$ cat config.mk
export PLATFORM = sky130hd
export DESIGN_NAME = bif_divider
export DESIGN_NICKNAME = d
export VERILOG_FILES = /design/src/rtl/bif_divider.sv
export SDC_FILE = /design/constraint.sdc
export NUM_CORES = 1
export LEC_CHECK = 0
export ABC_AREA = 1
export BUFFER_PORTS_ARGS = -buffer_cell sky130_fd_sc_hd__buf_2
export CORE_ASPECT_RATIO = 1.4
export CORE_MARGIN = 2
export CORE_UTILIZATION = 45
export CTS_CLUSTER_DIAMETER = 30
export DETAILED_ROUTE_END_ITERATION = 10
export SYNTH_ARGS = -nofsm -noshare
export SYNTH_HDL_FRONTEND = slang
export SYNTH_SLANG_ARGS = --single-unit
$ cat constraint.sdc
create_clock -name clk -period 8.2 [get_ports clk]
set_input_delay 0.82 -clock clk [delete_from_list [all_inputs] [get_ports clk]]
set_output_delay 0.82 -clock clk [all_outputs]
set_load 0.01 [all_outputs]
$ cat src/rtl/bif_divider.sv
// Three-lane restoring divider for the rounded channel means, one quotient bit a cycle.
`default_nettype none

module bif_divider #(
    parameter int NUM_W  = 42,
    parameter int NORM_W = 22
) (
    input  wire logic                   clk,
    input  wire logic                   rst_n,
    input  wire logic                   start,
    input  wire logic [2:0][NUM_W-1:0]  num,
    input  wire logic [NORM_W-1:0]      den,
    output logic                        done,
    output logic [2:0][7:0]             quot
);

    localparam int QB = 9;

    logic [2:0][NUM_W-1:0] rem_reg, rem_next;
    logic [2:0][QB-1:0]    q_reg, q_next;
    logic [NUM_W-1:0]      dsh_reg, dsh_next;
    logic                  zero_reg, zero_next;
    logic [3:0]            step_reg, step_next;
    logic                  busy_reg, busy_next;
    logic                  done_reg, done_next;

    always_comb
    begin
        rem_next  = rem_reg;
        q_next    = q_reg;
        dsh_next  = dsh_reg;
        zero_next = zero_reg;
        step_next = step_reg;
        busy_next = busy_reg;
        done_next = 1'b0;
        if (start)
        begin
            rem_next  = num;
            q_next    = '0;
            dsh_next  = NUM_W'(den) << (QB - 1);
            zero_next = (den == '0);
            step_next = 4'(QB - 1);
            busy_next = 1'b1;
        end
        else if (busy_reg)
        begin
            for (int i = 0; i < 3; i++)
            begin
                if (rem_reg[i] >= dsh_reg)
                begin
                    rem_next[i] = rem_reg[i] - dsh_reg;
                    q_next[i]   = {q_reg[i][QB-2:0], 1'b1};
                end
                else
                begin
                    q_next[i] = {q_reg[i][QB-2:0], 1'b0};
                end
            end
            dsh_next  = dsh_reg >> 1;
            step_next = step_reg - 4'd1;
            if (step_reg == 4'd0)
            begin
                busy_next = 1'b0;
                done_next = 1'b1;
            end
        end
    end

    always_ff @(posedge clk or negedge rst_n)
    begin
        if (!rst_n)
        begin
            busy_reg <= 1'b0;
            done_reg <= 1'b0;
        end
        else
        begin
            busy_reg <= busy_next;
            done_reg <= done_next;
        end
    end

    always_ff @(posedge clk)
    begin
        rem_reg  <= rem_next;
        q_reg    <= q_next;
        dsh_reg  <= dsh_next;
        zero_reg <= zero_next;
        step_reg <= step_next;
    end

    // saturate at full scale, zero weight sum gives black
    always_comb
    begin
        for (int i = 0; i < 3; i++)
        begin
            if (zero_reg)
            begin
                quot[i] = 8'd0;
            end
            else if (q_reg[i][QB-1])
            begin
                quot[i] = 8'hFF;
            end
            else
            begin
                quot[i] = q_reg[i][7:0];
            end
        end
    end

    assign done = done_reg;

endmodule

`default_nettype wire

==> flow_summary_export.csv <==
group,metric,value,unit
run_status,status,"finished, final reports clean",
yosys,syn_area_per_cell,6.351,µm²
setup_path,cp_slowest_cell,"nand2_2",
run,drv_cap,0,
die,die_y,228.6,µm
global_routing,grt_max_degree,113,
global_routing,antenna_found_initial,1,
finish,largest_reg_flops,126,
route,vias,16050,
yosys,yosys-top-cells-area,"edfxtp_1 28%, nand2_1 23%, inv_1 11%",
yosys,synth_edf_count,149,
cts,htreeDepth,4,
yosys,ys_ff_latch,190,
cts,root_buffer,"clkbuf_16",
sta,rsz0062_at_grt,"no",
yosys,synth_seq_area_share,0.3272,
hold_path,hold_path_class,"input pin to async pin",
die,ioPinCount,176,
power,irDropWorstVdd,0.0001571,V
route,first_pass_iters,6,
sta,fmax,271.4,MHz
yosys,yosysUniqueCellTypes,38,
finish,final_cell_area,18190,µm²
route,detail_route.iter0.violations,1074,
setup_path,max_stage_delay,0.90,ns
sta,slew_violations,0,
yosys,synth_cells,2553,
sta,clock_skew,0.01308,ns
cts,clock-sinks,190,
finish,final_cells,3183,
global_routing,grt_first_pass_wirelength,80880,µm
yosys,synth_area,16210,µm²
placement,gp_congestion,0.9607,
route,wl_per_cell,16.70,µm
setup_path,required,8.29,ns
finish,diodes,0,
cts,cts_setup_buffers,0,
yosys,synth_fp_nets,2798,
setup_path,cpLargestDelayFamily,"buffers and inverters",
finish,utilization,0.5094,
cts,hold_buffers,0,
yosys,yosys.area.top_type_share,0.2759,
route,drt-total-wl,53160,µm
route,viasPerCell,5.043,
setup_path,path_cells,"buf_6, clkinv_2, buf_4, nand2_2",
setup_path,crit_path_end_kind,"flip-flop",
route,drc,0,
placement,dp_slack,3.999,ns
global_routing,grt-ovfl-total,0,
yosys,yosys.area.top_type,"edfxtp_1",
sta,hold_viol,0,
placement,placed_area,17530,µm²
setup_path,worstPathMaxFanout,112,
placement,dp_hpwl,42110,µm
cts,cts_tree,"yes",
power,p_leak,0.009619,µW
sta,worstMarginPinSlew,1.084,ns
die,start_util,0.4541,
die,die_x,164.4,µm
sta,fin_crit_sh,0.4494,
power,powerDensity,374.3,nW/µm²
setup_path,crit_arrival,3.77,ns
sta,finalSetupTns,0,ns
placement,portBuffers,175,
finish,num-nets-final,2953,
yosys,synth_ff_type,"edfxtp_1",
sta,period_minus_slack,3.685,ns
cts,insertion_delay,0.47,ns
sta,slew_headroom,0.2750,
sta,fin_ws,4.515,ns
route,antenna_left,0,
setup_path,criticalPathCategory,"input pin to flip-flop",
global_routing,grt_pass1_vias,15340,
finish,drive_gt1_frac,0.1069,
cts,cts_resized,0,
yosys,yosysWarnings,0,
sta,setup_viol,0,
setup_path,start_kind,"input pin",
cts,clkTransAtPathRegs,0.09,ns
yosys,synth_async_sr_flop_share,0.01053,
cts,clk_path_buf_depth,2,
cts,cts_made_buffers,17,
global_routing,grt_util_all_layers,0.2813,
die,die_area,37590,µm²
die,core_area,35700,µm²
finish,syn_to_final_growth,12.16,%
placement,placedCellCount,3151,
setup_path,crit_buf_inv,3,
die,std_cell_rows,82,
-- Yosys cell counts, drive strengths merged (3+ instances only) --
cell type / number
buf: 22
nor3: 16
ha: 91
o22ai: 34
clkinv: 3
nand3: 209
xnor2: 27
and2: 3
xor2: 3
nor2: 204
edfxtp: 149
a21oi: 99
nand3b: 5
nor4: 10
or2: 30
dfxtp: 39
inv: 461
fa: 3
o21ai: 76
nand2: 1002
a21o: 4
and3: 5
clkbuf: 20
nand4: 23
o21bai: 9
-- power breakdown --
part           leakage, µW  internal, µW  switching [µW]
Combinational      0.00735          1390            2840
Clock             0.000318           440             504
Sequential         0.00195          1460             174
Total              0.00962          3290            3520
-- metrics by stage --
stage                     hold WS, ns  power, µW
after floorplan                0.4259       4668
after CTS                      0.1001       6789
final                          0.1159       6807
after detailed placement       0.4470       5830
after global placement         0.4446       5785
after global routing          0.09645       7417
-- final timing paths --
check / startpoint / end / slack, ns / cells after the start
max: start / rem_reg[61] / 4.51 / 4
min: rst_n / done / 0.12 / 1
max reg2reg: dsh_reg[12] / rem_reg[125] / 4.81 / 12
min reg2reg: q_reg[9] / q_reg[9] / 0.46 / 2
max in group asynchronous: rst_n / busy_reg / 7.99 / 1
min in group clk: q_reg[9] / q_reg[9] / 0.46 / 2
-- final cells by class --
type | instances | area [µm²]
clock buffers | 17 | 425.4
clock inverters | 15 | 235.2
fillers | 3782 | 17520
inverters | 464 | 1743
multi-input cells | 1857 | 8995
flip-flops and latches | 190 | 5305
well taps | 462 | 578.1
repair buffers | 178 | 904.6
-- layout by cell type (no fill, tap or decap), drive strengths merged, types with 5 or more instances in the layout --
cell,netlist,layout
or2,30,30
dfxtp,39,39
nand3b,5,5
o21ai,76,76
clkbuf,20,17
nor3,16,16
nand3,209,209
edfxtp,149,149
ha,91,91
and3,5,5
buf,22,178
nor4,10,10
o22ai,34,34
nand4,23,23
xnor2,27,27
nor2,204,204
clkinv,3,9
o21bai,9,9
a21oi,99,99
nand2,1002,1002
inv,461,470
-- metal layers --
layer  vias up  GRT usage  part of all wire
met4         0     0.1299             0.047
met5         -          0                 0
li1       8352          -                 -
met2       395     0.5000              0.50
met3       103    0.02831             0.038
met1      7203     0.3373              0.42
-- logic make-up after synthesis --
group / count (synthesis) / synth area share
and+or+nand+nor: 1508 / 0.3898
adders and majority gates: 94 / 0.07393
buffers and inverters: 506 / 0.1185
AOI/OAI and AO/OA: 225 / 0.07439
xor gates and xnor gates: 30 / 0.01621
DFF: 190 / 0.3272
Note: power is estimated with default switching activity, not from simulation.
