### config.mk
export PLATFORM = sky130hd
export DESIGN_NAME = bif_pow_cell
export DESIGN_NICKNAME = d
export VERILOG_FILES = /design/src/rtl/bif_pkg.sv /design/src/rtl/bif_pow_cell.sv
export SDC_FILE = /design/constraint.sdc
export NUM_CORES = 1
export LEC_CHECK = 0
export BUFFER_PORTS_ARGS = -buffer_cell sky130_fd_sc_hd__buf_4
export CAP_MARGIN = 5
export CORE_AREA = 3 3 209 211
export DETAILED_ROUTE_END_ITERATION = 16
export DIE_AREA = 0 0 212 214
export GPL_TIMING_DRIVEN = 1
export PLACE_DENSITY = 0.7
export SLEW_MARGIN = 15
export SYNTH_ARGS = -nofsm -noshare
export SYNTH_HDL_FRONTEND = slang
export SYNTH_SLANG_ARGS = --single-unit
### constraint.sdc
create_clock -name clk -period 0.95 [get_ports clk]
set_clock_uncertainty 0.2 [all_clocks]
set_input_delay 0.19 -clock clk [delete_from_list [all_inputs] [get_ports clk]]
set_output_delay 0.19 -clock clk [all_outputs]
set_load 0.01 [all_outputs]
### src/rtl/bif_pkg.sv
// Shared constants, types and constant functions for the bilateral image filter.
`default_nettype none

package bif_pkg;

    // Default build parameters
    localparam int MAX_WIDTH_DEF   = 1024;
    localparam int RADIUS_DEF      = 2;
    localparam int WEIGHT_BITS_DEF = 16;

    localparam int MAX_HEIGHT = 4096;

    // Pixel and arithmetic widths fixed by the field formats
    localparam int CHAN_W = 8;
    localparam int RGB_W  = 24;
    localparam int SUM_W  = 10;          // R+G+B
    localparam int SQ_W   = 20;          // d*d
    localparam int RNG_W  = 28;          // (d*d*range_coef) >> 16
    localparam int SPT_W  = 26;          // s*spatial_coef, s up to 32
    localparam int S_W    = 6;           // dx*dx+dy*dy for radius up to 4
    localparam int T_W    = 29;
    localparam int U_W    = 46;
    localparam int K_W    = 14;
    localparam int F_W    = 16;
    localparam int Q_W    = 31;          // Q30 value up to 1.0
    localparam logic [16:0] LOG2E_Q16 = 17'd94548;

    // Configuration port
    localparam int CFG_IDX_W  = 2;
    localparam int CFG_DATA_W = 24;
    localparam logic [CFG_IDX_W-1:0] REG_IMAGE_WIDTH  = 2'd0;
    localparam logic [CFG_IDX_W-1:0] REG_IMAGE_HEIGHT = 2'd1;
    localparam logic [CFG_IDX_W-1:0] REG_RANGE_COEF   = 2'd2;
    localparam logic [CFG_IDX_W-1:0] REG_SPATIAL_COEF = 2'd3;

    localparam logic [10:0] IMAGE_WIDTH_RST  = 11'd640;
    localparam logic [12:0] IMAGE_HEIGHT_RST = 13'd480;
    localparam logic [23:0] RANGE_COEF_RST   = 24'd2386093;
    localparam logic [19:0] SPATIAL_COEF_RST = 20'd8192;

    // Word handed from cell to cell along the exponent chain
    typedef struct packed {
        logic             live;
        logic             in_frame;
        logic [K_W-1:0]   k;
        logic [F_W-1:0]   f;
        logic [RGB_W-1:0] rgb;
    } weight_word_t;

    function automatic logic [63:0] isqrt64(input logic [63:0] v_in);
        logic [63:0] v;
        logic [63:0] res;
        logic [63:0] bt;
        v   = v_in;
        res = 64'd0;
        bt  = 64'd1 << 62;
        for (int i = 0; i < 32; i++)
        begin
            if (bt > v)
            begin
                bt = bt >> 2;
            end
        end
        for (int i = 0; i < 32; i++)
        begin
            if (bt != 64'd0)
            begin
                if (v >= res + bt)
                begin
                    v   = v - (res + bt);
                    res = (res >> 1) + bt;
                end
                else
                begin
                    res = res >> 1;
                end
                bt = bt >> 2;
            end
        end
        return res;
    endfunction

    // Q30 value of 2^(-2^(b-16))
    function automatic logic [Q_W-1:0] pow_const(input int b);
        logic [63:0] c;
        c = isqrt64(64'd1 << 59);
        for (int j = 14; j >= 0; j--)
        begin
            if (j >= b)
            begin
                c = isqrt64(c << 30);
            end
        end
        return c[Q_W-1:0];
    endfunction

endpackage

`default_nettype wire

### src/rtl/bif_pow_cell.sv
// One cell of the exponent chain: multiply by 2^(-2^(BIT-16)) when its fraction bit is set.
`default_nettype none

module bif_pow_cell #(
    parameter int BIT = 0
) (
    input  wire logic                  clk,
    input  wire logic                  rst_n,
    input  wire logic [bif_pkg::Q_W-1:0] r_in,
    input  wire bif_pkg::weight_word_t side_in,
    output logic [bif_pkg::Q_W-1:0]    r_out,
    output bif_pkg::weight_word_t      side_out
);

    localparam logic [bif_pkg::Q_W-1:0] FACTOR = bif_pkg::pow_const(BIT);

    logic [61:0]               prod;
    logic [61:0]               prod_round;
    logic [bif_pkg::Q_W-1:0]   r_next;
    logic [bif_pkg::Q_W-1:0]   r_reg;
    bif_pkg::weight_word_t     side_reg;
    logic                      live_reg;

    assign prod       = 62'(r_in) * 62'(FACTOR);
    assign prod_round = prod + (62'd1 << 29);
    assign r_next     = side_in.f[BIT] ? prod_round[60:30] : r_in;

    always_ff @(posedge clk or negedge rst_n)
    begin
        if (!rst_n)
        begin
            live_reg <= 1'b0;
        end
        else
        begin
            live_reg <= side_in.live;
        end
    end

    always_ff @(posedge clk)
    begin
        r_reg    <= r_next;
        side_reg <= side_in;
    end

    always_comb
    begin
        side_out      = side_reg;
        side_out.live = live_reg;
    end

    assign r_out = r_reg;

endmodule

`default_nettype wire

==> metrics.txt <==
failing checks hold timing, setup timing; register area share after synthesis roughly 8.4%; Die Span Y between 200 and 250 um; drt drc 0; worst hold slack -0.06145 ns; largest net degree at the start of global routing 20; Hold Crit Class input pin to async pin; fin nets approximately 3.8k; TritonRoute pass-1 iters 5; placed cells 3363; post-synth top area share around two fifths; TritonCTS buffer count 9; vias in the first global route roughly 20k; worst endpoint required time about 1.0 ns; crit path launch type input pin; top_reg_cell synth dfxtp_1; Finished Layout Cells roughly 3.5k; worst setup margin -7.320 ns; die footprint around 45000 sq um; largest area contributor in the netlist fa_1; IO Pins 176; RSZ-0062 raised after global routing yes; Worst Setup End Kind flop; max reg flops 55; vias after detailed routing approximately 18k; Post-synth EDFFs 0; critical-path maximum fanout 7; layout cells sized above 1 between 30% and 40%; GR Util All Layers 32.63%; initial core utilization around 50%; Synth cell types 87; fin. max-slew vios 0; clk sinks 87; Core Region around 42000 sq um; post-route minimum period approximately 8.3 ns; post-synthesis sequential element count 87; cells after synthesis 2174; commonest non-fill, non-tap cell in the layout inv_1; global-route wire length before repair ~110000 um; DR iter-0 viols between 900 and 1k; Antenna Cells 0; Slew headroom 46.45%; Clock Tree Buf Depth 2; Setup TNS Final -229.63 ns; CTS root buffer clkbuf_16; Worst Setup Path Type input pin to flop; outcome finished with violations; Syn Area/Cell around 9.6 sq um; Site Rows 75; area grow syn2layout 40.22%; gpl congestion between 0.9 and 1; Bufs and invs on worst path 10; Tcrit/Tclk final 870.5%; Reg clk slew, reported paths approximately 0.070 ns; Die X 212 um; max-cap viol count 0; Slowest cell on crit path fa_2; initial antenna violation count 0; I/O Buffers 175; CP delay by family, top adder cells; Max Clock Freq ~120 MHz; syn_nets approximately 3k; worst slew pin tran about 0.80 ns; end-of-flow core utilization between 60% and 70%; detailed-route wire length 73980 um; YS warnings 0; Final Hold Viols 2; htree depth 3; hold buffer count at CTS 56; Worst path max stage delay between 0.6 and 0.7 ns; Routed Antenna Nets 0; drt wl/cell roughly 21 um; synth top area cells fa_1, ha_1, inv_1; vias per cell approximately 5.2; post-DP HPWL 62440 um; most used cell, CP fa_1; Mapped Area 20910 sq um; Data arrival, critical path around 8.3 ns; gr ovfl total 0; commonest cells after routing, fill and taps aside inv_1, buf_4, fa_1; ys async rst share roughly 1.1%; Final setup viols 118; CTS tree done
-- path summary, 6_finish.rpt --
| check | from | end | slack [ns] | depth (start not counted) |
|---|---|---|---|---|
| worst max-delay path | r_in[6] | r_out[22] | -7.32 | 30 |
| worst min-delay path | rst_n | live_reg | -0.06 | 2 |
| max in group asynchronous | rst_n | live_reg | 0.53 | 2 |
| min in group clk | r_in[3] | r_out[3] | -0.02 | 4 |
-- what timing repair did --
action,CTS,global route
gates resized for setup,294,128
endpoints found under the setup margin,118,118
buffers inserted,27,27
hold endpoints to repair,57,2
pin swaps,58,58
-- area by class of cell --
type	count	area, sq um
fillers	3179	12620
well taps	539	674.4
clock buffers	11	252.7
clock inverters	5	36.28
multi-input cells	1381	17440
flip-flops and latches	87	1851
repair buffers	788	6528
inverters	672	2545
-- logic make-up after synthesis --
group	share of synthesized area, %
AND/OR/NAND/NOR	7.448
adder cells (fa/ha/maj)	59.81
XOR/XNOR	2.596
multiplexers	0.3530
AO/OA/AOI/OAI	8.304
buffers and inverters	13.13
flip-flops	8.352
-- metrics by stage --
stage | hold slack [ns] | setup slack [ns] | area (sq um)
floorplan | -0.3056 | -7.254 | 20990
global placement | -0.2346 | -7.735 | 26580
detailed placement | -0.2284 | -7.818 | 26580
CTS | -0.06269 | -7.097 | 28660
global route | -0.05877 | -7.529 | 29330
finish | -0.06145 | -7.320 | 29330
-- Yosys cell counts (12+ instances only) --
| master | n |
|---|---|
| inv_1 | 672 |
| fa_1 | 403 |
| ha_1 | 355 |
| a21oi_1 | 98 |
| dfxtp_1 | 86 |
| nor2_1 | 73 |
| nand2_1 | 62 |
| xnor2_1 | 41 |
| o21ai_0 | 40 |
| nor3_1 | 30 |
| nand3_1 | 29 |
| nand4_1 | 24 |
| xor2_1 | 21 |
| a21o_1 | 16 |
| clkbuf_1 | 16 |
| a211oi_1 | 12 |
-- layer usage --
| metal | GRT usage (%) | routed length [um] | vias to the layer above |
|---|---|---|---|
| li1 | - | - | 8278 |
| met1 | 39.75 | 27920 | 9030 |
| met2 | 57.88 | 37800 | 669 |
| met3 | 3.354 | 3621 | 218 |
| met4 | 15.14 | 4636 | 0 |
| met5 | 0 | 0 | - |
Power is left out: the tool's default activity adds up to more than one toggle a clock period on the data nets, which glitch-free logic cannot reach.
